**config.mk**
```make
export PLATFORM = sky130hd
export DESIGN_NAME = cpu8_alu_with_flags_core
export DESIGN_NICKNAME = d
export VERILOG_FILES = /design/src/design/cpu8alu_pkg.sv /design/src/design/cpu8alu_calc.sv /design/src/design/cpu8_alu_with_flags_core.sv
export SDC_FILE = /design/constraint.sdc
export NUM_CORES = 1
export LEC_CHECK = 0
export BUFFER_PORTS_ARGS = -buffer_cell sky130_fd_sc_hd__buf_2
export CORE_MARGIN = 2
export CORE_UTILIZATION = 56
export CTS_BUF_LIST = sky130_fd_sc_hd__clkbuf_16
export DETAILED_ROUTE_END_ITERATION = 6
export GPL_ROUTABILITY_DRIVEN = 1
export PLACE_DENSITY = 0.76
export SLEW_MARGIN = 20
export SYNTH_ARGS = -nofsm -noshare
export SYNTH_HDL_FRONTEND = slang
export SYNTH_HIERARCHICAL = 1
export SYNTH_SLANG_ARGS = --single-unit
```
**constraint.sdc**
```tcl
create_clock -name clk -period 10.9 [get_ports clk]
set_clock_uncertainty 0.05 [all_clocks]
set_input_delay 1.09 -clock clk [delete_from_list [all_inputs] [get_ports clk]]
set_output_delay 1.09 -clock clk [all_outputs]
set_load 0.03 [all_outputs]
```
**src/design/cpu8alu_pkg.sv**
```systemverilog
// package: operation codes and flag type for the 8-bit alu
package cpu8alu_pkg;

  localparam logic [4:0] OP_ADD  = 5'd0;
  localparam logic [4:0] OP_ADC  = 5'd1;
  localparam logic [4:0] OP_SUB  = 5'd2;
  localparam logic [4:0] OP_SBC  = 5'd3;
  localparam logic [4:0] OP_AND  = 5'd4;
  localparam logic [4:0] OP_XOR  = 5'd5;
  localparam logic [4:0] OP_OR   = 5'd6;
  localparam logic [4:0] OP_CP   = 5'd7;
  localparam logic [4:0] OP_INC  = 5'd8;
  localparam logic [4:0] OP_DEC  = 5'd9;
  localparam logic [4:0] OP_RLCA = 5'd10;
  localparam logic [4:0] OP_RRCA = 5'd11;
  localparam logic [4:0] OP_RLA  = 5'd12;
  localparam logic [4:0] OP_RRA  = 5'd13;
  localparam logic [4:0] OP_DAA  = 5'd14;
  localparam logic [4:0] OP_CPL  = 5'd15;
  localparam logic [4:0] OP_SCF  = 5'd16;
  localparam logic [4:0] OP_CCF  = 5'd17;
  localparam logic [4:0] OP_RLC  = 5'd18;
  localparam logic [4:0] OP_RRC  = 5'd19;
  localparam logic [4:0] OP_RL   = 5'd20;
  localparam logic [4:0] OP_RR   = 5'd21;
  localparam logic [4:0] OP_SLA  = 5'd22;
  localparam logic [4:0] OP_SRA  = 5'd23;
  localparam logic [4:0] OP_SWAP = 5'd24;
  localparam logic [4:0] OP_SRL  = 5'd25;
  localparam logic [4:0] OP_BIT  = 5'd26;
  localparam logic [4:0] OP_RES  = 5'd27;
  localparam logic [4:0] OP_SET  = 5'd28;

  localparam logic [7:0] BCD_MAX_BYTE  = 8'h99;
  localparam logic [3:0] BCD_MAX_DIGIT = 4'h9;
  localparam logic [7:0] DAA_LO_ADJ    = 8'h06;
  localparam logic [7:0] DAA_HI_ADJ    = 8'h60;

  typedef struct packed {
    logic z;
    logic n;
    logic h;
    logic c;
  } flags_t;

endpackage

```
**src/design/cpu8alu_calc.sv**
```systemverilog
// combinational alu: result byte, write-enable and new flags for one operation
module cpu8alu_calc
  import cpu8alu_pkg::*;
(
  input  logic [4:0] cmd,
  input  logic [7:0] operand_a,
  input  logic [7:0] operand_b,
  input  logic [2:0] bit_index,
  input  flags_t     flags_in,
  output logic [7:0] result,
  output logic       write_back,
  output flags_t     flags_out
);

  always_comb begin
    logic       k;
    logic [8:0] sum9;
    logic [4:0] hsum5;
    logic [8:0] sub_rhs9;
    logic [4:0] hsub_rhs5;
    logic [7:0] adj;
    logic [7:0] mask;
    logic       zr;

    k         = 1'b0;
    sum9      = 9'd0;
    hsum5     = 5'd0;
    sub_rhs9  = 9'd0;
    hsub_rhs5 = 5'd0;
    adj       = 8'd0;
    mask      = 8'd1 << bit_index;
    zr        = 1'b0;

    result     = operand_a;
    write_back = 1'b1;
    flags_out  = flags_in;

    case (cmd)
      OP_ADD, OP_ADC: begin
        k           = (cmd == OP_ADC) ? flags_in.c : 1'b0;
        sum9        = {1'b0, operand_a} + {1'b0, operand_b} + {8'd0, k};
        hsum5       = {1'b0, operand_a[3:0]} + {1'b0, operand_b[3:0]} + {4'd0, k};
        result      = sum9[7:0];
        flags_out.n = 1'b0;
        flags_out.h = hsum5[4];
        flags_out.c = sum9[8];
        zr          = 1'b1;
      end
      OP_SUB, OP_SBC, OP_CP: begin
        k           = (cmd == OP_SBC) ? flags_in.c : 1'b0;
        sub_rhs9    = {1'b0, operand_b} + {8'd0, k};
        hsub_rhs5   = {1'b0, operand_b[3:0]} + {4'd0, k};
        result      = operand_a - operand_b - {7'd0, k};
        flags_out.n = 1'b1;
        flags_out.h = {1'b0, operand_a[3:0]} < hsub_rhs5;
        flags_out.c = {1'b0, operand_a} < sub_rhs9;
        zr          = 1'b1;
        if (cmd == OP_CP) begin
          write_back = 1'b0;
        end
      end
      OP_AND: begin
        result    = operand_a & operand_b;
        flags_out = '{z: 1'b0, n: 1'b0, h: 1'b1, c: 1'b0};
        zr        = 1'b1;
      end
      OP_XOR: begin
        result    = operand_a ^ operand_b;
        flags_out = '{z: 1'b0, n: 1'b0, h: 1'b0, c: 1'b0};
        zr        = 1'b1;
      end
      OP_OR: begin
        result    = operand_a | operand_b;
        flags_out = '{z: 1'b0, n: 1'b0, h: 1'b0, c: 1'b0};
        zr        = 1'b1;
      end
      OP_INC: begin
        result      = operand_a + 8'd1;
        flags_out.n = 1'b0;
        flags_out.h = (operand_a[3:0] == 4'hf);
        zr          = 1'b1;
      end
      OP_DEC: begin
        result      = operand_a - 8'd1;
        flags_out.n = 1'b1;
        flags_out.h = (operand_a[3:0] == 4'h0);
        zr          = 1'b1;
      end
      OP_RLCA, OP_RLC: begin
        flags_out.c = operand_a[7];
        result      = {operand_a[6:0], operand_a[7]};
      end
      OP_RRCA, OP_RRC: begin
        flags_out.c = operand_a[0];
        result      = {operand_a[0], operand_a[7:1]};
      end
      OP_RLA, OP_RL: begin
        flags_out.c = operand_a[7];
        result      = {operand_a[6:0], flags_in.c};
      end
      OP_RRA, OP_RR: begin
        flags_out.c = operand_a[0];
        result      = {flags_in.c, operand_a[7:1]};
      end
      OP_SLA: begin
        flags_out.c = operand_a[7];
        result      = {operand_a[6:0], 1'b0};
      end
      OP_SRA: begin
        flags_out.c = operand_a[0];
        result      = {operand_a[7], operand_a[7:1]};
      end
      OP_SWAP: begin
        flags_out.c = 1'b0;
        result      = {operand_a[3:0], operand_a[7:4]};
      end
      OP_SRL: begin
        flags_out.c = operand_a[0];
        result      = {1'b0, operand_a[7:1]};
      end
      OP_DAA: begin
        if (flags_in.h || (!flags_in.n && (operand_a[3:0] > BCD_MAX_DIGIT))) begin
          adj = adj | DAA_LO_ADJ;
        end
        if (flags_in.c || (!flags_in.n && (operand_a > BCD_MAX_BYTE))) begin
          adj         = adj | DAA_HI_ADJ;
          flags_out.c = 1'b1;
        end
        result      = flags_in.n ? (operand_a - adj) : (operand_a + adj);
        flags_out.h = 1'b0;
        zr          = 1'b1;
      end
      OP_CPL: begin
        result      = ~operand_a;
        flags_out.n = 1'b1;
        flags_out.h = 1'b1;
      end
      OP_SCF: begin
        write_back  = 1'b0;
        flags_out.n = 1'b0;
        flags_out.h = 1'b0;
        flags_out.c = 1'b1;
      end
      OP_CCF: begin
        write_back  = 1'b0;
        flags_out.n = 1'b0;
        flags_out.h = 1'b0;
        flags_out.c = ~flags_in.c;
      end
      OP_BIT: begin
        write_back  = 1'b0;
        flags_out.z = ~|(operand_a & mask);
        flags_out.n = 1'b0;
        flags_out.h = 1'b1;
      end
      OP_RES: begin
        result = operand_a & ~mask;
      end
      OP_SET: begin
        result = operand_a | mask;
      end
      default: begin
        write_back = 1'b0;
      end
    endcase

    // accumulator rotates clear z, n and h
    if (cmd inside {[OP_RLCA:OP_RRA]}) begin
      flags_out.z = 1'b0;
      flags_out.n = 1'b0;
      flags_out.h = 1'b0;
    end
    // cb rotates and shifts
    if (cmd inside {[OP_RLC:OP_SRL]}) begin
      zr          = 1'b1;
      flags_out.n = 1'b0;
      flags_out.h = 1'b0;
    end
    if (zr) begin
      flags_out.z = (result == 8'd0);
    end
  end

endmodule

```
**src/design/cpu8_alu_with_flags_core.sv**
```systemverilog
// top level: registered 8-bit alu with flags, input stage and result stage
//
// Eight-bit ALU with Z/N/H/C flags. Each beat carries one operation and gives
// one result beat, held first in the input register and then in the result
// register; a new beat can be accepted every cycle while in_stall is low. The
// operation is evaluated in one pass of combinational logic between the two
// registers, so the throughput is one beat per cycle while out_stall is low.
// in_stall rises only when both stages hold a beat and the result side stalls.
module cpu8_alu_with_flags_core
  import cpu8alu_pkg::*;
(
  input  logic       clk,
  input  logic       rst_n,
  input  logic       in_valid,
  output logic       in_stall,
  input  logic [4:0] in_cmd,
  input  logic [7:0] in_operand_a,
  input  logic [7:0] in_operand_b,
  input  logic [2:0] in_bit_index,
  input  logic       in_zero_in,
  input  logic       in_subtract_in,
  input  logic       in_half_carry_in,
  input  logic       in_carry_in,
  output logic       out_valid,
  input  logic       out_stall,
  output logic [7:0] out_result,
  output logic       out_write_back,
  output logic       out_zero_out,
  output logic       out_subtract_out,
  output logic       out_half_carry_out,
  output logic       out_carry_out
);

  logic       s1_valid_r;
  logic       s1_valid_nxt;
  logic [4:0] s1_cmd_r;
  logic [7:0] s1_a_r;
  logic [7:0] s1_b_r;
  logic [2:0] s1_bit_r;
  flags_t     s1_flags_r;

  logic       s2_valid_r;
  logic       s2_valid_nxt;
  logic [7:0] s2_result_r;
  logic       s2_wb_r;
  flags_t     s2_flags_r;

  logic       s2_load;
  logic       s1_load;
  logic [7:0] calc_result;
  logic       calc_wb;
  flags_t     calc_flags;

  assign s2_load  = s1_valid_r && (!s2_valid_r || !out_stall);
  assign in_stall = s1_valid_r && !s2_load;
  assign s1_load  = in_valid && !in_stall;

  always_comb begin
    s1_valid_nxt = s1_valid_r;
    if (s1_load) begin
      s1_valid_nxt = 1'b1;
    end else if (s2_load) begin
      s1_valid_nxt = 1'b0;
    end
    s2_valid_nxt = s2_valid_r;
    if (s2_load) begin
      s2_valid_nxt = 1'b1;
    end else if (!out_stall) begin
      s2_valid_nxt = 1'b0;
    end
  end

  always_ff @(posedge clk) begin
    if (!rst_n) begin
      s1_valid_r <= 1'b0;
      s2_valid_r <= 1'b0;
    end else begin
      s1_valid_r <= s1_valid_nxt;
      s2_valid_r <= s2_valid_nxt;
    end
  end

  // input beat register
  always_ff @(posedge clk) begin
    if (s1_load) begin
      s1_cmd_r   <= in_cmd;
      s1_a_r     <= in_operand_a;
      s1_b_r     <= in_operand_b;
      s1_bit_r   <= in_bit_index;
      s1_flags_r <= '{z: in_zero_in, n: in_subtract_in, h: in_half_carry_in,
                      c: in_carry_in};
    end
  end

  cpu8alu_calc u_calc (
    .cmd        (s1_cmd_r),
    .operand_a  (s1_a_r),
    .operand_b  (s1_b_r),
    .bit_index  (s1_bit_r),
    .flags_in   (s1_flags_r),
    .result     (calc_result),
    .write_back (calc_wb),
    .flags_out  (calc_flags)
  );

  // result beat register
  always_ff @(posedge clk) begin
    if (s2_load) begin
      s2_result_r <= calc_result;
      s2_wb_r     <= calc_wb;
      s2_flags_r  <= calc_flags;
    end
  end

  assign out_valid          = s2_valid_r;
  assign out_result         = s2_result_r;
  assign out_write_back     = s2_wb_r;
  assign out_zero_out       = s2_flags_r.z;
  assign out_subtract_out   = s2_flags_r.n;
  assign out_half_carry_out = s2_flags_r.h;
  assign out_carry_out      = s2_flags_r.c;

endmodule
```
Yosys cells after proc, flatten, opt, wreduce, memory -nomap -nowiden
Cells that the tools add are included.
- register bits: 43
- input port bits: 32
- word-level logic and storage cells: 136
- $add $sub $neg: 12
- mux-type cells: 22
- bitwise operators: 9
- equality and inequality tests: 30
- shift-type cells: 1
- reductions and logical operators: 38
- order comparisons: 8
- operator list (kind ; number):
    $pmux 8 s19 ; 1
    $eq 5x5->1 const B ; 13
    $eq 5x4->1 const B ; 8
    $and 8x8->8 ; 3
    $reduce_or 23->1 ; 1
    $eq 5x3->1 const B ; 4
    $mux 8 ; 2
    $not 8->8 ; 2
    $or 8x8->8 ; 2
    $sub 8x8->8 ; 2
    $reduce_or 5->1 ; 3
    $reduce_or 2->1 ; 6
    $mux 1 ; 11
    $reduce_or 11->1 ; 1
    $eq 5x2->1 const B ; 2
    $add 8x1->9 ; 1
    $add 8x8->9 ; 1
    $add 9x1->9 ; 1
    $lt 8x9->1 ; 1
    $reduce_or 3->1 ; 3
    $reduce_or 9->1 ; 1
    $add 8x1->8 const B ; 1
    $add 8x8->8 ; 1
    $gt 8x8->1 const B ; 1
    32 further kinds ; 48

Logic depth before layout (Yosys ltp)
- word-level depth: 11
- depth in mapped cells: 17
- mapped depth without buffers: 15

Cells and area by module
The synthesis kept the hierarchy.
- modules (own cells, without submodules) (module ; cells an instance ; times used ; area each (um^2)):
    cpu8alu_calc ; 521 ; 1 ; 3397.0
    cpu8_alu_with_flags_core ; 49 ; 1 ; 1315.0

Least setup slack after synthesis
OpenSTA, ideal clock, no wires.
- path type: register -> register
- start: reg s1_cmd_r[3]
- end: reg s2_flags_r, in the netlist out_zero_out, data pin
- path slack: 6.762 ns
- cell stages (with the launch flop): 16
- arrival: 3.908 ns
- data required time: 10.670 ns
- clock period less this slack: 4.138 ns
- cell sequence: edfxtp_1 -> buf_2 -> buf_2 -> nor4_1 -> and3_1 -> fa_1 -> inv_1 -> fa_1 -> or2_2 -> a221oi_1 -> or4_1 -> a21oi_1 -> nor4_1 -> nand4_1 -> a22o_1 -> o41ai_2
- RTL lines (item ; RTL line ; RTL):
    start: declaration ; cpu8_alu_with_flags_core.sv:36 ; logic [4:0] s1_cmd_r;
    start signal: assignment ; cpu8_alu_with_flags_core.sv:86 ; s1_cmd_r <= in_cmd;
    end signal: assignment ; cpu8_alu_with_flags_core.sv:111 ; s2_flags_r <= calc_flags;
    end: declaration ; cpu8_alu_with_flags_core.sv:46 ; flags_t s2_flags_r;

==> results <==
- The most frequent cell after synthesis is sky130_fd_sc_hd__nand2_1.
- Of all flip-flops after synthesis, the portion carrying an async set or reset was 0%.
- 47 I/O pins were placed.
- The total number of vias is 5038.
- Synthesis inferred 43 register bits.
- Static timing analysis puts the maximum clock frequency at 222 MHz.
- For this run, design rule violations remaining after detail routing come to 1.
- At the worst endpoint, the arrival time is 4540 ps.
- The clock buffer count from CTS is 5.
- The global-route met1 utilization is 50.0%.
- The detail-routed net length per standard cell is 23.9 um.
- IR analysis of the VDD net gives a maximum drop of 0.0596 mV.
- The sum of negative setup slack is 0 ps.
- The detailed-routing iteration count for the pre-antenna-repair pass is 7.
- The H-tree was split into 2 levels.
- For the pin with the worst max-slew slack, the measured transition is 1110 ps.
- The source of the worst hold timing path is s1_valid_r$_SDFFE_PN0P_.
- The number of synthesized flops with an enable pin is 41.
- The post-synthesis net count is 647.
- After layout, the worst path uses 41.3% of the clock period.
- Setup repair after global routing left no endpoint under its margin.
- The remaining max-slew budget at the tightest pin is 25.9%.
- The worst setup path is captured at a flip-flop.
- The initial utilization of the core area, before any placement, comes to 57.6%.
- For this design the static power due to leakage is 0.00206 uW.
- In the final design database the tool counted 679 nets.
- The number of max-capacitance violations reported is 0.
- The routed via count divided by cell count is 7.12.
- For this block, the routed nets add up to 16900 um of wire.
- The required time at the worst-slack endpoint is 10940 ps.
- The library cell with the largest summed area after synthesis is sky130_fd_sc_hd__edfxtp_1.
- The final reports fail on design-rule violations.
- The die is 95.7 um tall.
- The most instantiated flip-flop cell in the synthesis netlist is sky130_fd_sc_hd__edfxtp_1.
- The total count of hold-check failures in the final report is 0.
- The top fanout value on the critical path is 33.
- The placed wire-length estimate is 12600 um.
- The post-CTS setup buffer count is 0.
- The count of hold-fix buffers inserted at cts is 0.
- The residual antenna-violating net count after detailed routing is 0.
- Gates resized during post-CTS repair numbered 0.
- The number of pins exceeding their max-slew limit in the final report is 0.
- By count the netlist is led by 47 x sky130_fd_sc_hd__nand2_1, 44 x sky130_fd_sc_hd__a21oi_1, 41 x sky130_fd_sc_hd__edfxtp_1.
- The proportion of layout cells with a drive suffix above 1 is 12.6%.
- The area growth from synthesis to layout is 9.35%.
- The cell count after synthesis came out at 570.
- Sequential cells were found to cover 27.0% of the synthesized design area.
- The shortest period the worst path allows is 4500 ps.
- The global routing usage on met3 is 6.58%.
- TritonCTS built the clock tree.
- The weighted congestion reported at the end of routability-driven placement is 1.05.
- The count of unique library cells instantiated by Yosys is 76.
- Buffers placed on the I/O ports in this run total 46.
- The number of antenna violations at the first check in global routing was 0.
- The aggregate global-route resource usage is 37.3%.
- Setup violations remaining at the end of the flow were counted as 0.
- The region available for standard cell placement spans 8180 sq um.
- The launching element of the worst setup path is s1_cmd_r[2]$_DFFE_PP_.
- The class of the tightest hold or removal check is reg2reg.
- The repair_antennas step left the layout with diodes totalling 0.
- The root buffer cell chosen for the clock tree is sky130_fd_sc_hd__clkbuf_16.
- In this run the deepest clock path goes through 2 buffers.
- After clock tree synthesis, the clock-pin slew on the worst setup and hold paths is 60 ps.
- The maximum number of pins on one net before global-route repair is 50.
- By area the synthesized netlist is led by sky130_fd_sc_hd__edfxtp_1 26%, sky130_fd_sc_hd__ha_1 11%, sky130_fd_sc_hd__a21oi_1 4.7%.
- The mapped netlist covers 4710 sq um.
- The average instance area after synthesis is 8.27 sq um.
- The startpoint identified for the worst register-to-register timing path is s1_cmd_r[2]$_DFFE_PP_.
- Global routing consumed, on the met2 layer, 57.8% of the routing resources.
- The end point of the critical path is out_zero_out$_DFFE_PP_.
- The number of cells on the worst reg-to-reg path is 15.
- The area of the die is 9160 sq um.
- The DRC marker count from the first detailed-route iteration is 827.
- The worst register-to-register path ends at out_zero_out$_DFFE_PP_.
- The fraction of post-synthesis cell area in the top cell type by area is 26.1%.
- The via count of the first global-routing pass is 4512.
- The run finished, with violations left.
- Power spread over the standard cell area amounts to 104 nW/um^2.
- After global routing the overflow that remains totals 0.
- Measured along the x axis, the die boundary spans 95.7 um.
- The number of standard-cell rows in the floorplan is 33.
- OpenSTA, run right after detailed placement, puts the worst setup slack at 6590 ps.
- The clock latency reported for the late side of the worst-skew pair is 280 ps.
- The setup check on the worst reg-to-reg path leaves a slack of 6400 ps.
- The Yosys step of the flow raised 6 warnings.
- In this run the most used layer during global routing was met2.
- The final worst setup slack is 6400 ps.
- The clock sink count is 43.
- The first global-routing pass estimated 25200 um of wire.
- The critical path is of the reg2reg type.
- The critical path startpoint category is a flip-flop.
[stage by stage]
stage	util (%)	power (uW)	std cells	cell area [sq um]	hold slack, ps
6_report	63.0	536	708	5150	503
5_1_grt	63.0	560	708	5150	541
4_1_cts	63.0	532	708	5150	508
3_5_place_dp	61.3	384	700	5010	494
3_3_place_gp	61.3	381	700	5010	433
2_1_floorplan	-	331	570	4710	425
[flip-flops by register name, indices dropped and copies added, names as in the netlist]
signal	flops
s1_a_r	8
out_subtract_out	1
s1_cmd_r	5
out_zero_out	1
s1_b_r	8
s1_valid_r	1
s1_flags_r	4
out_write_back	1
out_half_carry_out	1
out_result	8
out_carry_out	1
s1_bit_r	3
out_valid	1
[kinds of logic (layout without fill, tap and decap cells)]
kind of cell / Yosys count / after routing / synth area share [%]
AOI/OAI and AO/OA: 188 / 188 / 27.0
muxes: 3 / 3 / 0.664
buffers and inverters: 67 / 100 / 5.84
DFF: 43 / 43 / 27.0
xor gates and xnor gates: 21 / 21 / 3.90
and+or+nand+nor: 203 / 203 / 22.8
adders and majority gates: 45 / 45 / 12.7
[worst min path at each step]
stage | to | slack (ps) | depth (start not counted)
final | out_valid$_SDFFE_PN0P_ | 500 | 2
after floorplan | out_valid$_SDFFE_PN0P_ | 420 | 2
after detailed placement | out_valid$_SDFFE_PN0P_ | 490 | 2
after CTS | out_valid$_SDFFE_PN0P_ | 510 | 2
after global placement | out_valid$_SDFFE_PN0P_ | 430 | 2
after global routing | out_valid$_SDFFE_PN0P_ | 540 | 2
[critical path, stage by stage, from the launching register on]
cell and delay, ps:
sky130_fd_sc_hd__edfxtp_1 350, sky130_fd_sc_hd__buf_4 240, sky130_fd_sc_hd__nor4_1 300, sky130_fd_sc_hd__buf_4 220, sky130_fd_sc_hd__and3_1 180, sky130_fd_sc_hd__fa_1 230, sky130_fd_sc_hd__inv_1 80, sky130_fd_sc_hd__fa_1 380
sky130_fd_sc_hd__or2_2 330, sky130_fd_sc_hd__a221oi_1 460, sky130_fd_sc_hd__or4_1 190, sky130_fd_sc_hd__a21oi_1 70, sky130_fd_sc_hd__nor4_1 430, sky130_fd_sc_hd__nand4_1 150, sky130_fd_sc_hd__a22o_1 280, sky130_fd_sc_hd__o41ai_2 350
[layer usage]
layer	part of all wire [%]	wire length [um]
met1	38	6420
met2	43	7330
met3	12	2050
met4	6.7	1130
met5	0	0
[area by class of cell]
class | instances | area, sq um
Timing Repair Buffer | 56 | 305
Clock buffer | 5 | 125
Multi-Input combinational cell | 460 | 3170
Tap cell | 105 | 131
Clock inverter | 3 | 16.3
Sequential cell | 43 | 1270
Inverter | 36 | 135
Fill cell | 757 | 3020
[cell usage in the layout (no fill, tap or decap), types with 6 or more instances in the layout]
cell,count
sky130_fd_sc_hd__a2111oi_0,7
sky130_fd_sc_hd__a21o_1,7
sky130_fd_sc_hd__a21oi_1,44
sky130_fd_sc_hd__a221oi_1,7
sky130_fd_sc_hd__a31oi_1,8
sky130_fd_sc_hd__buf_2,46
sky130_fd_sc_hd__buf_4,10
sky130_fd_sc_hd__edfxtp_1,41
sky130_fd_sc_hd__ha_1,40
sky130_fd_sc_hd__inv_1,36
sky130_fd_sc_hd__nand2_1,47
sky130_fd_sc_hd__nand2b_1,14
sky130_fd_sc_hd__nand3_1,25
sky130_fd_sc_hd__nand3b_1,6
sky130_fd_sc_hd__nand4_1,6
sky130_fd_sc_hd__nor2_1,35
sky130_fd_sc_hd__nor2b_1,16
sky130_fd_sc_hd__nor3_1,12
sky130_fd_sc_hd__nor4_1,7
sky130_fd_sc_hd__o211ai_1,7
sky130_fd_sc_hd__o21a_1,6
sky130_fd_sc_hd__o21ai_0,36
sky130_fd_sc_hd__o221ai_1,6
sky130_fd_sc_hd__o22ai_1,9
sky130_fd_sc_hd__xnor2_1,10
sky130_fd_sc_hd__xor2_1,11
[where the power goes]
| group | switching [uW] | total, uW | internal [uW] |
|---|---|---|---|
| clock | 63.3 | 147 | 83.7 |
| combinational | 112 | 179 | 66.1 |
| sequential | 15.4 | 210 | 195 |
| total | 191 | 536 | 344 |
No activity file was read; power rests on OpenSTA's default activity.
